<file path="src/sv/hsg_pkg.sv">
// shared types and constants of the hand swipe gesture detector
package hsg_pkg;

  // configuration port
  localparam int CFG_W     = 16;
  localparam int CFG_IDX_W = 2;

  localparam logic [CFG_IDX_W-1:0] REG_MIN_SPEED = 2'd0;
  localparam logic [CFG_IDX_W-1:0] REG_H_GAP     = 2'd1;
  localparam logic [CFG_IDX_W-1:0] REG_V_GAP     = 2'd2;

  localparam logic [CFG_W-1:0] MIN_SPEED_RST = 16'd256;
  localparam logic [CFG_W-1:0] GAP_RST       = 16'd500;

  // products with a time step wider than this many bits saturate
  localparam int DT_CLAMP_BITS = 40;

  // depth of the queue between classifier and tracker
  localparam int QUEUE_DEPTH = 2;

  // axis order: left x, left y, right x, right y
  localparam int NUM_AXES = 4;

  typedef enum logic [1:0] {
    CLS_NONE = 2'd0,
    CLS_POS  = 2'd1,
    CLS_NEG  = 2'd2
  } cls_e;

  typedef enum logic [1:0] {
    DIR_NONE = 2'd0,
    DIR_POS  = 2'd1,
    DIR_NEG  = 2'd2
  } dir_e;

  // classified frame handed from the front to the back
  typedef struct packed {
    logic                  changed;
    logic                  dt_nz;
    cls_e [NUM_AXES-1:0]   cls;
    logic                  left_up;
    logic                  right_up;
  } frame_cls_t;

endpackage

</file>
<file path="src/sv/hsg_fifo.sv">
// small two-sided queue of classified frames
module hsg_fifo #(
  parameter int W     = 16,
  parameter int DEPTH = 2
) (
  input  logic         clk_i,
  input  logic         rst_ni,
  input  logic         wr_valid_i,
  output logic         wr_ready_o,
  input  logic [W-1:0] wr_data_i,
  output logic         rd_valid_o,
  input  logic         rd_ready_i,
  output logic [W-1:0] rd_data_o
);

  localparam int PTR_W = (DEPTH > 1) ? $clog2(DEPTH) : 1;
  localparam int CNT_W = $clog2(DEPTH + 1);

  logic [W-1:0]     mem_q [DEPTH];
  logic [PTR_W-1:0] wr_ptr_q, wr_ptr_d;
  logic [PTR_W-1:0] rd_ptr_q, rd_ptr_d;
  logic [CNT_W-1:0] cnt_q, cnt_d;
  logic             wr_en, rd_en;

  assign wr_ready_o = (cnt_q != CNT_W'(DEPTH));
  assign rd_valid_o = (cnt_q != '0);
  assign rd_data_o  = mem_q[rd_ptr_q];
  assign wr_en      = wr_valid_i && wr_ready_o;
  assign rd_en      = rd_valid_o && rd_ready_i;

  // pointer and fill count
  always_comb begin
    wr_ptr_d = wr_ptr_q;
    rd_ptr_d = rd_ptr_q;
    cnt_d    = cnt_q;
    if (wr_en) begin
      wr_ptr_d = (wr_ptr_q == PTR_W'(DEPTH - 1)) ? '0 : wr_ptr_q + 1'b1;
    end
    if (rd_en) begin
      rd_ptr_d = (rd_ptr_q == PTR_W'(DEPTH - 1)) ? '0 : rd_ptr_q + 1'b1;
    end
    if (wr_en && !rd_en) begin
      cnt_d = cnt_q + 1'b1;
    end else if (rd_en && !wr_en) begin
      cnt_d = cnt_q - 1'b1;
    end
  end

  always_ff @(posedge clk_i or negedge rst_ni) begin
    if (!rst_ni) begin
      wr_ptr_q <= '0;
      rd_ptr_q <= '0;
      cnt_q    <= '0;
    end else begin
      wr_ptr_q <= wr_ptr_d;
      rd_ptr_q <= rd_ptr_d;
      cnt_q    <= cnt_d;
    end
  end

  // storage
  always_ff @(posedge clk_i) begin
    if (wr_en) begin
      mem_q[wr_ptr_q] <= wr_data_i;
    end
  end

endmodule

</file>
<file path="src/sv/hsg_front.sv">
// front end: change check, deltas, speed threshold and speed classes
module hsg_front #(
  parameter int POS_BITS  = 16,
  parameter int TIME_BITS = 32
) (
  input  logic                           clk_i,
  input  logic                           rst_ni,
  input  logic                           in_valid_i,
  output logic                           in_ready_o,
  input  logic [TIME_BITS-1:0]           timestamp_i,
  input  logic signed [POS_BITS-1:0]     left_x_i,
  input  logic signed [POS_BITS-1:0]     left_y_i,
  input  logic signed [POS_BITS-1:0]     left_z_i,
  input  logic signed [POS_BITS-1:0]     right_x_i,
  input  logic signed [POS_BITS-1:0]     right_y_i,
  input  logic signed [POS_BITS-1:0]     right_z_i,
  input  logic signed [POS_BITS-1:0]     head_y_i,
  input  logic [hsg_pkg::CFG_W-1:0]      min_speed_i,
  output logic                           q_valid_o,
  input  logic                           q_ready_i,
  output hsg_pkg::frame_cls_t            q_cls_o,
  output logic [TIME_BITS-1:0]           q_ts_o
);

  localparam int DT_LO  = (TIME_BITS > hsg_pkg::DT_CLAMP_BITS) ?
                          hsg_pkg::DT_CLAMP_BITS : TIME_BITS;
  localparam int PROD_W = hsg_pkg::CFG_W + DT_LO;
  localparam int D_W    = POS_BITS + 1;
  localparam int SC_W   = D_W + 8;
  localparam int CMP_W  = (SC_W > PROD_W) ? SC_W : PROD_W;
  localparam int NA     = hsg_pkg::NUM_AXES;

  // last stored frame
  logic signed [POS_BITS-1:0] p_lx_q, p_ly_q, p_lz_q, p_rx_q, p_ry_q, p_rz_q;
  logic [TIME_BITS-1:0]       p_time_q;

  // classification stage
  logic                       s1_vld_q;
  logic                       changed_q, dt_nz_q, big_q, lup_q, rup_q;
  logic signed [D_W-1:0]      d_q [NA];
  logic [PROD_W-1:0]          prod_q;
  logic [TIME_BITS-1:0]       ts_q;

  logic                       accept, push, same;
  logic [TIME_BITS-1:0]       dt;
  logic signed [POS_BITS-1:0] cur [NA];
  logic signed [POS_BITS-1:0] prv [NA];
  logic [D_W-1:0]             mag;
  logic [CMP_W-1:0]           sc, pr;

  assign accept     = in_valid_i && in_ready_o;
  assign push       = s1_vld_q && q_ready_i;
  assign in_ready_o = !s1_vld_q || q_ready_i;
  assign q_valid_o  = s1_vld_q;
  assign q_ts_o     = ts_q;

  assign same = (left_x_i == p_lx_q) && (left_y_i == p_ly_q) && (left_z_i == p_lz_q) &&
                (right_x_i == p_rx_q) && (right_y_i == p_ry_q) && (right_z_i == p_rz_q);
  assign dt   = timestamp_i - p_time_q;

  assign cur[0] = left_x_i;
  assign cur[1] = left_y_i;
  assign cur[2] = right_x_i;
  assign cur[3] = right_y_i;
  assign prv[0] = p_lx_q;
  assign prv[1] = p_ly_q;
  assign prv[2] = p_rx_q;
  assign prv[3] = p_ry_q;

  // stored frame updates on every changed transaction
  always_ff @(posedge clk_i or negedge rst_ni) begin
    if (!rst_ni) begin
      p_lx_q   <= '0;
      p_ly_q   <= '0;
      p_lz_q   <= '0;
      p_rx_q   <= '0;
      p_ry_q   <= '0;
      p_rz_q   <= '0;
      p_time_q <= '0;
    end else if (accept && !same) begin
      p_lx_q   <= left_x_i;
      p_ly_q   <= left_y_i;
      p_lz_q   <= left_z_i;
      p_rx_q   <= right_x_i;
      p_ry_q   <= right_y_i;
      p_rz_q   <= right_z_i;
      p_time_q <= timestamp_i;
    end
  end

  always_ff @(posedge clk_i or negedge rst_ni) begin
    if (!rst_ni) begin
      s1_vld_q <= 1'b0;
    end else if (accept) begin
      s1_vld_q <= 1'b1;
    end else if (push) begin
      s1_vld_q <= 1'b0;
    end
  end

  // deltas and threshold product, min_speed * dt saturates for huge steps
  always_ff @(posedge clk_i) begin
    if (accept) begin
      changed_q <= !same;
      dt_nz_q   <= (dt != '0);
      big_q     <= ((dt >> DT_LO) != '0) && (min_speed_i != '0);
      prod_q    <= PROD_W'(min_speed_i) * PROD_W'(dt[DT_LO-1:0]);
      lup_q     <= left_y_i > head_y_i;
      rup_q     <= right_y_i > head_y_i;
      ts_q      <= timestamp_i;
      for (int i = 0; i < NA; i++) begin
        d_q[i] <= D_W'(cur[i]) - D_W'(prv[i]);
      end
    end
  end

  // speed classes: delta*256 against the threshold product
  always_comb begin
    mag = '0;
    sc  = '0;
    pr  = CMP_W'(prod_q);
    q_cls_o.changed  = changed_q;
    q_cls_o.dt_nz    = dt_nz_q;
    q_cls_o.left_up  = lup_q;
    q_cls_o.right_up = rup_q;
    for (int i = 0; i < NA; i++) begin
      mag = d_q[i][D_W-1] ? D_W'(-d_q[i]) : D_W'(d_q[i]);
      sc  = CMP_W'({mag, 8'b0});
      q_cls_o.cls[i] = hsg_pkg::CLS_NONE;
      if (!big_q) begin
        if (!d_q[i][D_W-1]) begin
          if (sc >= pr) begin
            q_cls_o.cls[i] = hsg_pkg::CLS_POS;
          end
        end else if (sc > pr) begin
          q_cls_o.cls[i] = hsg_pkg::CLS_NEG;
        end
      end
    end
  end

endmodule

</file>
<file path="src/sv/hsg_back.sv">
// back end: axis tracking, swipe completion, above-head events, result register
module hsg_back #(
  parameter int TIME_BITS = 32
) (
  input  logic                      clk_i,
  input  logic                      rst_ni,
  input  logic                      q_valid_i,
  output logic                      q_ready_o,
  input  hsg_pkg::frame_cls_t       q_cls_i,
  input  logic [TIME_BITS-1:0]      q_ts_i,
  input  logic [hsg_pkg::CFG_W-1:0] horizontal_gap_i,
  input  logic [hsg_pkg::CFG_W-1:0] vertical_gap_i,
  output logic                      out_valid_o,
  input  logic                      out_ready_i,
  output logic                      swipe_left_o,
  output logic                      swipe_right_o,
  output logic                      swipe_up_o,
  output logic                      swipe_down_o,
  output logic                      toggle_event_o,
  output logic                      snapshot_event_o
);

  localparam int NA = hsg_pkg::NUM_AXES;

  logic [NA-1:0]              trk_q, trk_d;
  hsg_pkg::dir_e [NA-1:0]     dir_q, dir_d;
  logic [TIME_BITS-1:0]       lgt_q, lgt_d;
  logic [1:0]                 above_q, above_d;
  logic                       out_vld_q;
  logic                       left_q, right_q, up_q, down_q, tog_q, snap_q;

  logic                       pop, lgt_hit, vert, abv;
  logic                       ev_left, ev_right, ev_up, ev_down, ev_tog, ev_snap;
  logic [TIME_BITS-1:0]       diff, since;
  logic [hsg_pkg::CFG_W-1:0]  gap;

  assign pop       = q_valid_i && (!out_vld_q || out_ready_i);
  assign q_ready_o = !out_vld_q || out_ready_i;
  assign diff      = q_ts_i - lgt_q;

  // axis rules in order, then above-head rules
  always_comb begin
    trk_d    = trk_q;
    dir_d    = dir_q;
    above_d  = above_q;
    lgt_hit  = 1'b0;
    vert     = 1'b0;
    abv      = 1'b0;
    since    = '0;
    gap      = '0;
    ev_left  = 1'b0;
    ev_right = 1'b0;
    ev_up    = 1'b0;
    ev_down  = 1'b0;
    ev_tog   = 1'b0;
    ev_snap  = 1'b0;
    if (q_cls_i.changed) begin
      if (q_cls_i.dt_nz) begin
        for (int i = 0; i < NA; i++) begin
          vert = (i == 1) || (i == 3);
          abv  = ((i == 1) && q_cls_i.left_up) || ((i == 3) && q_cls_i.right_up);
          gap  = vert ? vertical_gap_i : horizontal_gap_i;
          if (q_cls_i.cls[i] != hsg_pkg::CLS_NONE) begin
            if (trk_d == '0) begin
              if (abv) begin
                lgt_hit = 1'b1;
              end
              since = lgt_hit ? '0 : diff;
              if (since >= TIME_BITS'(gap)) begin
                trk_d[i] = 1'b1;
                dir_d[i] = (q_cls_i.cls[i] == hsg_pkg::CLS_POS) ?
                           hsg_pkg::DIR_POS : hsg_pkg::DIR_NEG;
              end
            end
          end else if (trk_d == (NA'(1) << i)) begin
            if (!abv) begin
              if (dir_d[i] == hsg_pkg::DIR_POS) begin
                if (vert) ev_up = 1'b1;
                else      ev_right = 1'b1;
              end else begin
                if (vert) ev_down = 1'b1;
                else      ev_left = 1'b1;
              end
            end
            lgt_hit  = 1'b1;
            trk_d    = '0;
            dir_d[i] = hsg_pkg::DIR_NONE;
          end
        end
      end
      // rising edges of hand above head
      ev_tog     = q_cls_i.right_up && !above_q[1];
      ev_snap    = q_cls_i.left_up && !above_q[0];
      above_d[1] = q_cls_i.right_up;
      above_d[0] = q_cls_i.left_up;
    end
  end

  assign lgt_d = lgt_hit ? q_ts_i : lgt_q;

  // tracker state
  always_ff @(posedge clk_i or negedge rst_ni) begin
    if (!rst_ni) begin
      trk_q   <= '0;
      dir_q   <= {NA{hsg_pkg::DIR_NONE}};
      lgt_q   <= '0;
      above_q <= '0;
    end else if (pop) begin
      trk_q   <= trk_d;
      dir_q   <= dir_d;
      lgt_q   <= lgt_d;
      above_q <= above_d;
    end
  end

  // result register
  always_ff @(posedge clk_i or negedge rst_ni) begin
    if (!rst_ni) begin
      out_vld_q <= 1'b0;
    end else if (pop) begin
      out_vld_q <= 1'b1;
    end else if (out_ready_i) begin
      out_vld_q <= 1'b0;
    end
  end

  always_ff @(posedge clk_i) begin
    if (pop) begin
      left_q  <= ev_left;
      right_q <= ev_right;
      up_q    <= ev_up;
      down_q  <= ev_down;
      tog_q   <= ev_tog;
      snap_q  <= ev_snap;
    end
  end

  assign out_valid_o      = out_vld_q;
  assign swipe_left_o     = left_q;
  assign swipe_right_o    = right_q;
  assign swipe_up_o       = up_q;
  assign swipe_down_o     = down_q;
  assign toggle_event_o   = tog_q;
  assign snapshot_event_o = snap_q;

`ifndef ASSERT_OFF
  // only one axis tracks at a time
  assert property (@(posedge clk_i) disable iff (!rst_ni) $onehot0(trk_q))
    else $error("more than one axis tracking");

  // an axis has a direction exactly while it tracks
  assert property (@(posedge clk_i) disable iff (!rst_ni)
    ((dir_q[0] != hsg_pkg::DIR_NONE) == trk_q[0]) &&
    ((dir_q[1] != hsg_pkg::DIR_NONE) == trk_q[1]) &&
    ((dir_q[2] != hsg_pkg::DIR_NONE) == trk_q[2]) &&
    ((dir_q[3] != hsg_pkg::DIR_NONE) == trk_q[3]))
    else $error("axis direction out of step with tracking");

  // at most one swipe completes per frame
  assert property (@(posedge clk_i) disable iff (!rst_ni)
    out_vld_q |-> $onehot0({left_q, right_q, up_q, down_q}))
    else $error("several swipes in one result");
`endif

endmodule

</file>
<file path="src/sv/hand_swipe_gesture_detector_core.sv">
// Hand swipe gesture detector top level. Takes one skeleton frame per
// transaction and returns one result of six event flags per frame. Sustained
// rate is one frame per clock while out_ready_i does not hold off results; a
// frame passes through the classifier stage, then the two-entry queue, into the
// result register. The classifier stage holds the one min_speed * dt multiplier
// (step clamped to 40 bits) and the tracker resolves all four axis rules of a
// frame combinationally, ahead of the result register. The queue lets the
// classifier keep taking frames while a result waits. Configuration writes take
// effect at once and should be made while no frame is in flight.
module hand_swipe_gesture_detector_core #(
  parameter int POS_BITS  = 16,
  parameter int TIME_BITS = 32
) (
  input  logic                          clk_i,
  input  logic                          rst_ni,
  // configuration write port
  input  logic                          cfg_we_i,
  input  logic [hsg_pkg::CFG_IDX_W-1:0] cfg_idx_i,
  input  logic [hsg_pkg::CFG_W-1:0]     cfg_wdata_i,
  // frame input
  input  logic                          in_valid_i,
  output logic                          in_ready_o,
  input  logic [TIME_BITS-1:0]          timestamp_i,
  input  logic signed [POS_BITS-1:0]    left_x_i,
  input  logic signed [POS_BITS-1:0]    left_y_i,
  input  logic signed [POS_BITS-1:0]    left_z_i,
  input  logic signed [POS_BITS-1:0]    right_x_i,
  input  logic signed [POS_BITS-1:0]    right_y_i,
  input  logic signed [POS_BITS-1:0]    right_z_i,
  input  logic signed [POS_BITS-1:0]    head_y_i,
  // result output
  output logic                          out_valid_o,
  input  logic                          out_ready_i,
  output logic                          swipe_left_o,
  output logic                          swipe_right_o,
  output logic                          swipe_up_o,
  output logic                          swipe_down_o,
  output logic                          toggle_event_o,
  output logic                          snapshot_event_o
);

  localparam int QW = $bits(hsg_pkg::frame_cls_t) + TIME_BITS;

  logic [hsg_pkg::CFG_W-1:0] min_speed_q, h_gap_q, v_gap_q;

  hsg_pkg::frame_cls_t  f_cls, b_cls;
  logic [TIME_BITS-1:0] f_ts, b_ts;
  logic                 f_valid, f_ready, b_valid, b_ready;
  logic [QW-1:0]        b_data;

  // configuration registers
  always_ff @(posedge clk_i or negedge rst_ni) begin
    if (!rst_ni) begin
      min_speed_q <= hsg_pkg::MIN_SPEED_RST;
      h_gap_q     <= hsg_pkg::GAP_RST;
      v_gap_q     <= hsg_pkg::GAP_RST;
    end else if (cfg_we_i) begin
      case (cfg_idx_i)
        hsg_pkg::REG_MIN_SPEED: min_speed_q <= cfg_wdata_i;
        hsg_pkg::REG_H_GAP:     h_gap_q     <= cfg_wdata_i;
        hsg_pkg::REG_V_GAP:     v_gap_q     <= cfg_wdata_i;
        default: ;
      endcase
    end
  end

  // classifier
  hsg_front #(
    .POS_BITS  (POS_BITS),
    .TIME_BITS (TIME_BITS)
  ) u_front (
    .clk_i       (clk_i),
    .rst_ni      (rst_ni),
    .in_valid_i  (in_valid_i),
    .in_ready_o  (in_ready_o),
    .timestamp_i (timestamp_i),
    .left_x_i    (left_x_i),
    .left_y_i    (left_y_i),
    .left_z_i    (left_z_i),
    .right_x_i   (right_x_i),
    .right_y_i   (right_y_i),
    .right_z_i   (right_z_i),
    .head_y_i    (head_y_i),
    .min_speed_i (min_speed_q),
    .q_valid_o   (f_valid),
    .q_ready_i   (f_ready),
    .q_cls_o     (f_cls),
    .q_ts_o      (f_ts)
  );

  // queue between classifier and tracker
  hsg_fifo #(
    .W     (QW),
    .DEPTH (hsg_pkg::QUEUE_DEPTH)
  ) u_fifo (
    .clk_i      (clk_i),
    .rst_ni     (rst_ni),
    .wr_valid_i (f_valid),
    .wr_ready_o (f_ready),
    .wr_data_i  ({f_cls, f_ts}),
    .rd_valid_o (b_valid),
    .rd_ready_i (b_ready),
    .rd_data_o  (b_data)
  );

  assign b_cls = hsg_pkg::frame_cls_t'(b_data[QW-1:TIME_BITS]);
  assign b_ts  = b_data[TIME_BITS-1:0];

  // tracker and result register
  hsg_back #(
    .TIME_BITS (TIME_BITS)
  ) u_back (
    .clk_i            (clk_i),
    .rst_ni           (rst_ni),
    .q_valid_i        (b_valid),
    .q_ready_o        (b_ready),
    .q_cls_i          (b_cls),
    .q_ts_i           (b_ts),
    .horizontal_gap_i (h_gap_q),
    .vertical_gap_i   (v_gap_q),
    .out_valid_o      (out_valid_o),
    .out_ready_i      (out_ready_i),
    .swipe_left_o     (swipe_left_o),
    .swipe_right_o    (swipe_right_o),
    .swipe_up_o       (swipe_up_o),
    .swipe_down_o     (swipe_down_o),
    .toggle_event_o   (toggle_event_o),
    .snapshot_event_o (snapshot_event_o)
  );

endmodule

</file>
<file path="config.mk">
export PLATFORM = sky130hd
export DESIGN_NAME = hand_swipe_gesture_detector_core
export DESIGN_NICKNAME = d
export VERILOG_FILES = /design/src/sv/hsg_pkg.sv /design/src/sv/hsg_fifo.sv /design/src/sv/hsg_front.sv /design/src/sv/hsg_back.sv /design/src/sv/hand_swipe_gesture_detector_core.sv
export SDC_FILE = /design/constraint.sdc
export NUM_CORES = 2
export LEC_CHECK = 0
export ABC_AREA = 1
export BUFFER_PORTS_ARGS = -buffer_cell sky130_fd_sc_hd__buf_2
export CAP_MARGIN = 20
export CELL_PAD_IN_SITES_DETAIL_PLACEMENT = 1
export CELL_PAD_IN_SITES_GLOBAL_PLACEMENT = 2
export CORE_MARGIN = 2
export CORE_UTILIZATION = 35
export CTS_BUF_LIST = sky130_fd_sc_hd__clkbuf_16
export DETAILED_ROUTE_END_ITERATION = 16
export PLACE_DENSITY_LB_ADDON = 0.05
export RECOVER_POWER = 100
export SYNTH_ARGS = -nofsm -noshare
export SYNTH_HDL_FRONTEND = slang
export SYNTH_HIERARCHICAL = 1
export SYNTH_SLANG_ARGS = --single-unit
</file>
<file path="constraint.sdc">
create_clock -name clk_i -period 6.6 [get_ports clk_i]
set_input_delay 0.33 -clock clk_i [delete_from_list [all_inputs] [get_ports clk_i]]
set_output_delay 0.33 -clock clk_i [all_outputs]
set_load 0.01 [all_outputs]
</file>
# Word-level counts from Yosys, hierarchy flattened
# Memory sizes are Yosys's and may differ from the RTL's.
# Cells that the tools add are included.
[op_classes]
n_addsub = 14
magnitude_cmp = 14
mul = 1
eq_ne = 29
n_reduce_logical = 51
muxes = 141
[ops]
columns = ["operator", "count"]
rows = [
  ["greater-or-equal comparator 25 x 48 -> 1 bit", 4],
  ["greater-than comparator 25 x 48 -> 1 bit", 4],
  ["greater-or-equal comparator 32 x 16 -> 1 bit", 4],
  ["== test 16 bit", 6],
  ["2-to-1 mux 32 bit", 3],
  ["2-to-1 mux 1 bit", 90],
  ["2-to-1 mux 2 bit", 36],
  ["2-to-1 mux 17 bit", 4],
  ["negator 17 bit", 4],
  ["subtractor 16 x 16 -> 17 bit", 4],
  ["subtractor 32 bit", 2],
  ["multiplier 16 x 32 -> 48 bit", 1],
  ["greater-than comparator 16 bit", 2],
  ["nonzero test 32 bit", 1],
  ["AND reduction 6 bit", 4],
  ["nonzero test 2 bit", 12],
  ["== test 2 x 1 -> 1 bit, second input constant", 9],
  ["!= test 2 bit, second input constant", 9],
  ["logical NOT 4 bit", 4],
  ["2-to-1 mux 4 bit", 4],
  ["logical AND 1 bit", 13],
  ["2-to-1 mux 3 bit", 4],
  ["AND reduction 2 bit", 6],
  ["logical NOT 1 bit", 7],
  ["other kinds (11)", 13],
]
[totals]
mem_bits_rw = 156
mem_count = 2
wordCells = 286
register_bits = 318
[memory_table]
columns = ["memory", "words", "word_bits", "rd", "rd_clocked_by_memory_dff", "wr", "line_no", "source"]
rows = [
  ["u_fifo.mem_q", 2, 44, 1, 0, 1, "hsg_fifo.sv:19", "logic [W-1:0] mem_q [DEPTH];"],
  ["u_front.d_q", 4, 17, 4, 0, 4, "hsg_front.sv:40", "logic signed [D_W-1:0] d_q [NA];"],
]

# Depth between registers and ports, before layout
# An unclocked memory read counts as a cell.
[logic_depth]
depth_word = 35
ltp_mapped = 58
mapped_depth_nobuf = 55

# Modules after synthesis
# Netlist, hierarchy kept.
[modules_own_cells]
columns = ["module", "area_per_inst_um2", "instances", "cells_per_inst"]
rows = [
  ["hsg_front", 35968.2, 1, 4572],
  ["hsg_back", 6945.4, 1, 1159],
  ["hsg_fifo", 3484.6, 1, 258],
  ["hand_swipe_gesture_detector_core", 2060.7, 1, 214],
]

# Worst setup path after synthesis
# OpenSTA, ideal clock, no wires.
[synth_timing]
kind = "input to register"
startpoint = "input timestamp_i[0]"
endpoint = "register u_front.prod_q[42] (netlist: u_front/pr[42]) (data pin)"
stages = 33
arrival_ns = 6.520
path_slack_ns = -0.179
n_path_buf = 1
required_ns = 6.341
cell_sequence = "inv_1 -> ha_1 -> fa_1 -> inv_1 -> nand2_1 -> nand2_1 -> nand3_1 -> nand2_1 -> nand2_1 -> nand2_1 -> nand2_1 -> nand3b_1 -> nand2_1 -> inv_1 -> buf_2 -> nand2_1 -> fa_1 -> fa_1 -> inv_1 -> fa_1 -> fa_1 -> fa_1 -> inv_1 -> fa_1 -> inv_1 -> ha_1 -> a21oi_1 -> a21boi_0 -> a21boi_0 -> nor2_1 -> nor3_1 -> nand3_1 -> xor2_1"
[synth_between]
elab_chain_cells = 2
[synth_rtl]
columns = ["item", "line_no", "source"]
rows = [
  ["start: declaration", "hand_swipe_gesture_detector_core.sv:23", "input logic [TIME_BITS-1:0] timestamp_i,"],
  ["subtractor 32 bit", "hsg_front.sv:59", "assign dt = timestamp_i - p_time_q;"],
  ["multiplier 16 x 32 -> 48 bit", "hsg_front.sv:107", "prod_q <= PROD_W'(min_speed_i) * PROD_W'(dt[DT_LO-1:0]);"],
  ["end signal: assignment", "hsg_front.sv:107", ""],
  ["end: declaration", "hsg_front.sv:41", "logic [PROD_W-1:0] prod_q;"],
]
# Every way passes these cells.
# A chain may end at the register's enable or synchronous reset.

# Final worst setup path
[layout_timing]
startpoint = "register u_front.p_time_q[0]"
endpoint = "register u_front.prod_q[43] (netlist: u_front/pr[43]) (data pin)"
[layout_between]
elab_chain_cells = 2
[layout_rtl]
columns = ["item", "line_no", "source"]
rows = [
  ["start: declaration", "hsg_front.sv:35", "logic [TIME_BITS-1:0] p_time_q;"],
  ["start signal: assignment", "hsg_front.sv:87", "p_time_q <= timestamp_i;"],
  ["subtractor 32 bit", "hsg_front.sv:59", ""],
  ["multiplier 16 x 32 -> 48 bit", "hsg_front.sv:107", ""],
]
# Every way passes these cells.

==> qor.yml <==
critical_path:
  reg2reg_from: "u_front/p_time_q[0]$_DFFE_PN0P_"
  cpMaxStageDelayCell: "fa_2"
  end_kind: "flop"
  crit_family: "adder cells"
  critPathLaunch: "u_front/p_time_q[0]$_DFFE_PN0P_"
  criticalPathCategory: "flop to flop"
  worstPathArrival_ns: 7.35
  worst_path_most_repeated_cell: "nand2_4"
  path_buf_inv: 7
  required_ns: 7.03
  cp-start-kind: "flop"
  max_stage_delay_ns: 0.59
  cp_max_fo: 5
route:
  drt_iter0_markers: 2063
  wl_mm: 182
  drtAntennaViolNets: 0
  dr.pass1.iters: 5
  avgViaCountPerCell: 4.88
  post_drt_wl_per_cell_um: 20.2
  vias: 44000
  drc_errors: 0
yosys:
  syn_inst: 6203
  ys_seq_area_share_pct: 27.1
  synth_nets: 7209
  synthDistinctLibCells: 62
  synth_warnings: 6
  synth_seq_cells: 474
  avgSynthCellArea_sq_um: 7.81
  ys_dominant_reg_cell: "edfxtp_1"
  synth-edff-count: 246
  synth_area_sq_mm: 0.0485
  async_reset_ff_share_pct: 48.1
place:
  io_buffers: 174
  place_hpwl_mm: 143
  gp_congestion: 0.872
  placed_area_sq_mm: 0.0556
sta:
  setup_ws_ns: -0.327
  tightest_slew_ns: 4.23
  rsz0062_at_grt: "yes"
  finalHoldViolCount: 0
  timing.final.crit_share_pct: 105
  final.setup_skew_ns: 0.0354
  setup_violations: 36
  relSlewSlack_pct: -182
  fin_crit_ns: 6.93
  final_max_slew_viol_count: 68
  fmax_mhz: 144
final_layout:
  seq_area_sq_mm: 0.0131
  stdcell_area_sq_mm: 0.0659
  final_cell_mix: "nand2_1 (1431), inv_1 (1017), buf_4 (626), nor2_1 (439), fa_1 (381)"
  area_delta_synth_final_pct: 36.0
  multi_input_area_sq_mm: 0.0350
  drive_above_1_share_pct: 27.9
  fin_nets: 8192
  fillerInstances: 16300
  final_common_cell: "nand2_1"
cts:
  ctsRootBufferMaster: "clkbuf_16"
  cts_buffer_depth: 3
  cts_buffers: 58
  htree_levels: 2
  clock_latency_ns: 0.70
  path_clk_slew_ns: 0.07
  cts_tree: "built"
  cts_sinks: 474
die:
  row_count: 136
  pin_count: 175
  die_width_um: 376
  initial_core_util_pct: 35.2
  die_area_sq_mm: 0.141
  die_y_um: 376
  core_sq_mm: 0.137
worst_hold_path:
  hold_path.class: "input pin to flop"
  hold_start: "cfg_idx_i[1]"
job:
  cap_violations: 1
outcome:
  outcome: "finished with violations"
  violations: "max-capacitance violations, max-slew violations, negative setup slack"
grt:
  grt_start_max_net_pins: 143
  grt_pass1_vias: 47400
  antenna_found_initial: 8
  track_usage_pct: 25.6
  gr-total-overflow: 0
  grt_pass1_wl_mm: 279
repair_timing:
action | in CTS | in global routing
endpoints found under the setup margin | 75 | 76
pin swaps | 234 | 313
hold buffers | 142 | 0
gates cloned | 2 | 4
hold endpoints to repair | 252 | 0
resized for setup | 753 | 644
setup buffers | 90 | 82
layout make-up:
class,instances,area share [%]
Multi-Input combinational cell,4406,53.1
Timing Repair Buffer,1077,13.5
Antenna cell,1,0.00380
Clock inverter,51,1.03
Inverter,1168,6.83
Timing Repair inverter,1,0.0133
Sequential cell,474,19.9
Tap cell,1794,3.41
Clock buffer,58,2.20
state kept, by name, summed over array words and instances (netlist names), 32 cells and up:
| name | cells |
|---|---|
| u_front/p_time_q | 32 |
| u_front/d_q | 68 |
| u_back/lgt_q | 32 |
| u_front/pr | 48 |
| u_fifo/mem_q | 88 |
| u_front/q_ts_o | 32 |
synth_stat cells (3+ instances only):
library cell     n  area (sq um)
nor3_1          56           280
nand2_2         26           163
o21bai_1        14           105
nand3_1        325          1630
or2_2            4          25.0
nand2_1       1753          6580
nor3b_1          3          22.5
inv_1         1140          4280
o21a_1           5          37.5
ha_1           415          5190
o31ai_1          4          30.0
clkbuf_1        80           300
a31oi_1         13          81.3
fa_1           424          8490
dfstp_2         13           342
dfrtp_1        215          5380
nor2_1         566          2120
nand2_4          4          45.0
o21ai_0        109           546
clkinv_1        20          75.1
or3_1            3          18.8
xnor2_1         83           727
and2_1           5          31.3
o21ai_1          3          15.0
buf_6           26           293
a211oi_1        10          75.1
a21o_1          20           150
nor4_1          19           119
buf_2           30           150
nand4_1        102           638
edfxtp_1       246          7390
o211ai_1         4          30.0
buf_4           16           120
inv_2            5          18.8
o2111ai_1        8          70.1
a21boi_0        16           120
nand3b_1        18           135
a21oi_1        241          1210
xor2_1         128          1120
cell families after synthesis:
| kind of cell | Yosys count | synth area share [%] |
|---|---|---|
| and+or+nand+nor | 2898 | 24.7 |
| muxes | 2 | 0.0465 |
| buffers and inverters | 1323 | 10.9 |
| adders and majority gates | 839 | 28.2 |
| AOI/OAI and AO/OA | 456 | 5.25 |
| DFF | 474 | 27.1 |
| xor gates and xnor gates | 211 | 3.81 |
worst register-to-register path: cells and delay by family (launching register included):
| kind | cells | cell delay (ns) |
|---|---|---|
| XOR/XNOR | 1 | 0.09 |
| buffers and inverters | 7 | 0.52 |
| flip-flops | 1 | 0.39 |
| AO/OA/AOI/OAI | 1 | 0.12 |
| adder cells (fa/ha/maj) | 9 | 4.06 |
| AND/OR/NAND/NOR | 13 | 1.47 |
worst paths after layout:
path | endpoint | slack, ns | cells after the start
hold reg to reg | u_fifo/mem_q[1][43]$_DFFE_PP_ | 0.45 | 0
setup / recovery | u_front/pr[43]$_DFFE_PP_ | -0.33 | 31
hold / removal | v_gap_q[5]$_DFFE_PN1P_ | 0.15 | 3
setup reg to reg | u_front/pr[43]$_DFFE_PP_ | -0.33 | 31
max in group asynchronous | u_fifo/rd_ptr_q$_DFFE_PN0P_ | 2.28 | 2
min in group asynchronous | u_back/lgt_q[30]$_DFFE_PN0P_ | 1.65 | 2
through the flow:
| stage | hold slack [ns] | setup WS (ns) | std cells | util (%) | TNS, ns |
|---|---|---|---|---|---|
| after floorplan | 0.0344 | -0.0112 | 6203 | - | -0.0112 |
| after global placement | 0.334 | -1.06 | 8609 | 40.4 | -40.63 |
| after detailed placement | 0.331 | -1.17 | 8609 | 40.4 | -45.37 |
| after CTS | 0.000390 | -0.370 | 8948 | 45.7 | -7.53 |
| after global routing | 0.130 | -0.570 | 9029 | 47.9 | -24.94 |
| final | 0.150 | -0.327 | 9030 | 47.9 | -7.53 |
routing by layer:
layer,up-vias,track usage [%],wire length [um]
li1,21300,-,-
met1,22000,33.8,81100
met2,575,45.4,91500
met3,186,2.38,5170
met4,8,5.29,4570
met5,-,0,59
Power is left out: the tool's default activity adds up to more than one toggle a clock period on the data nets, which glitch-free logic cannot reach.
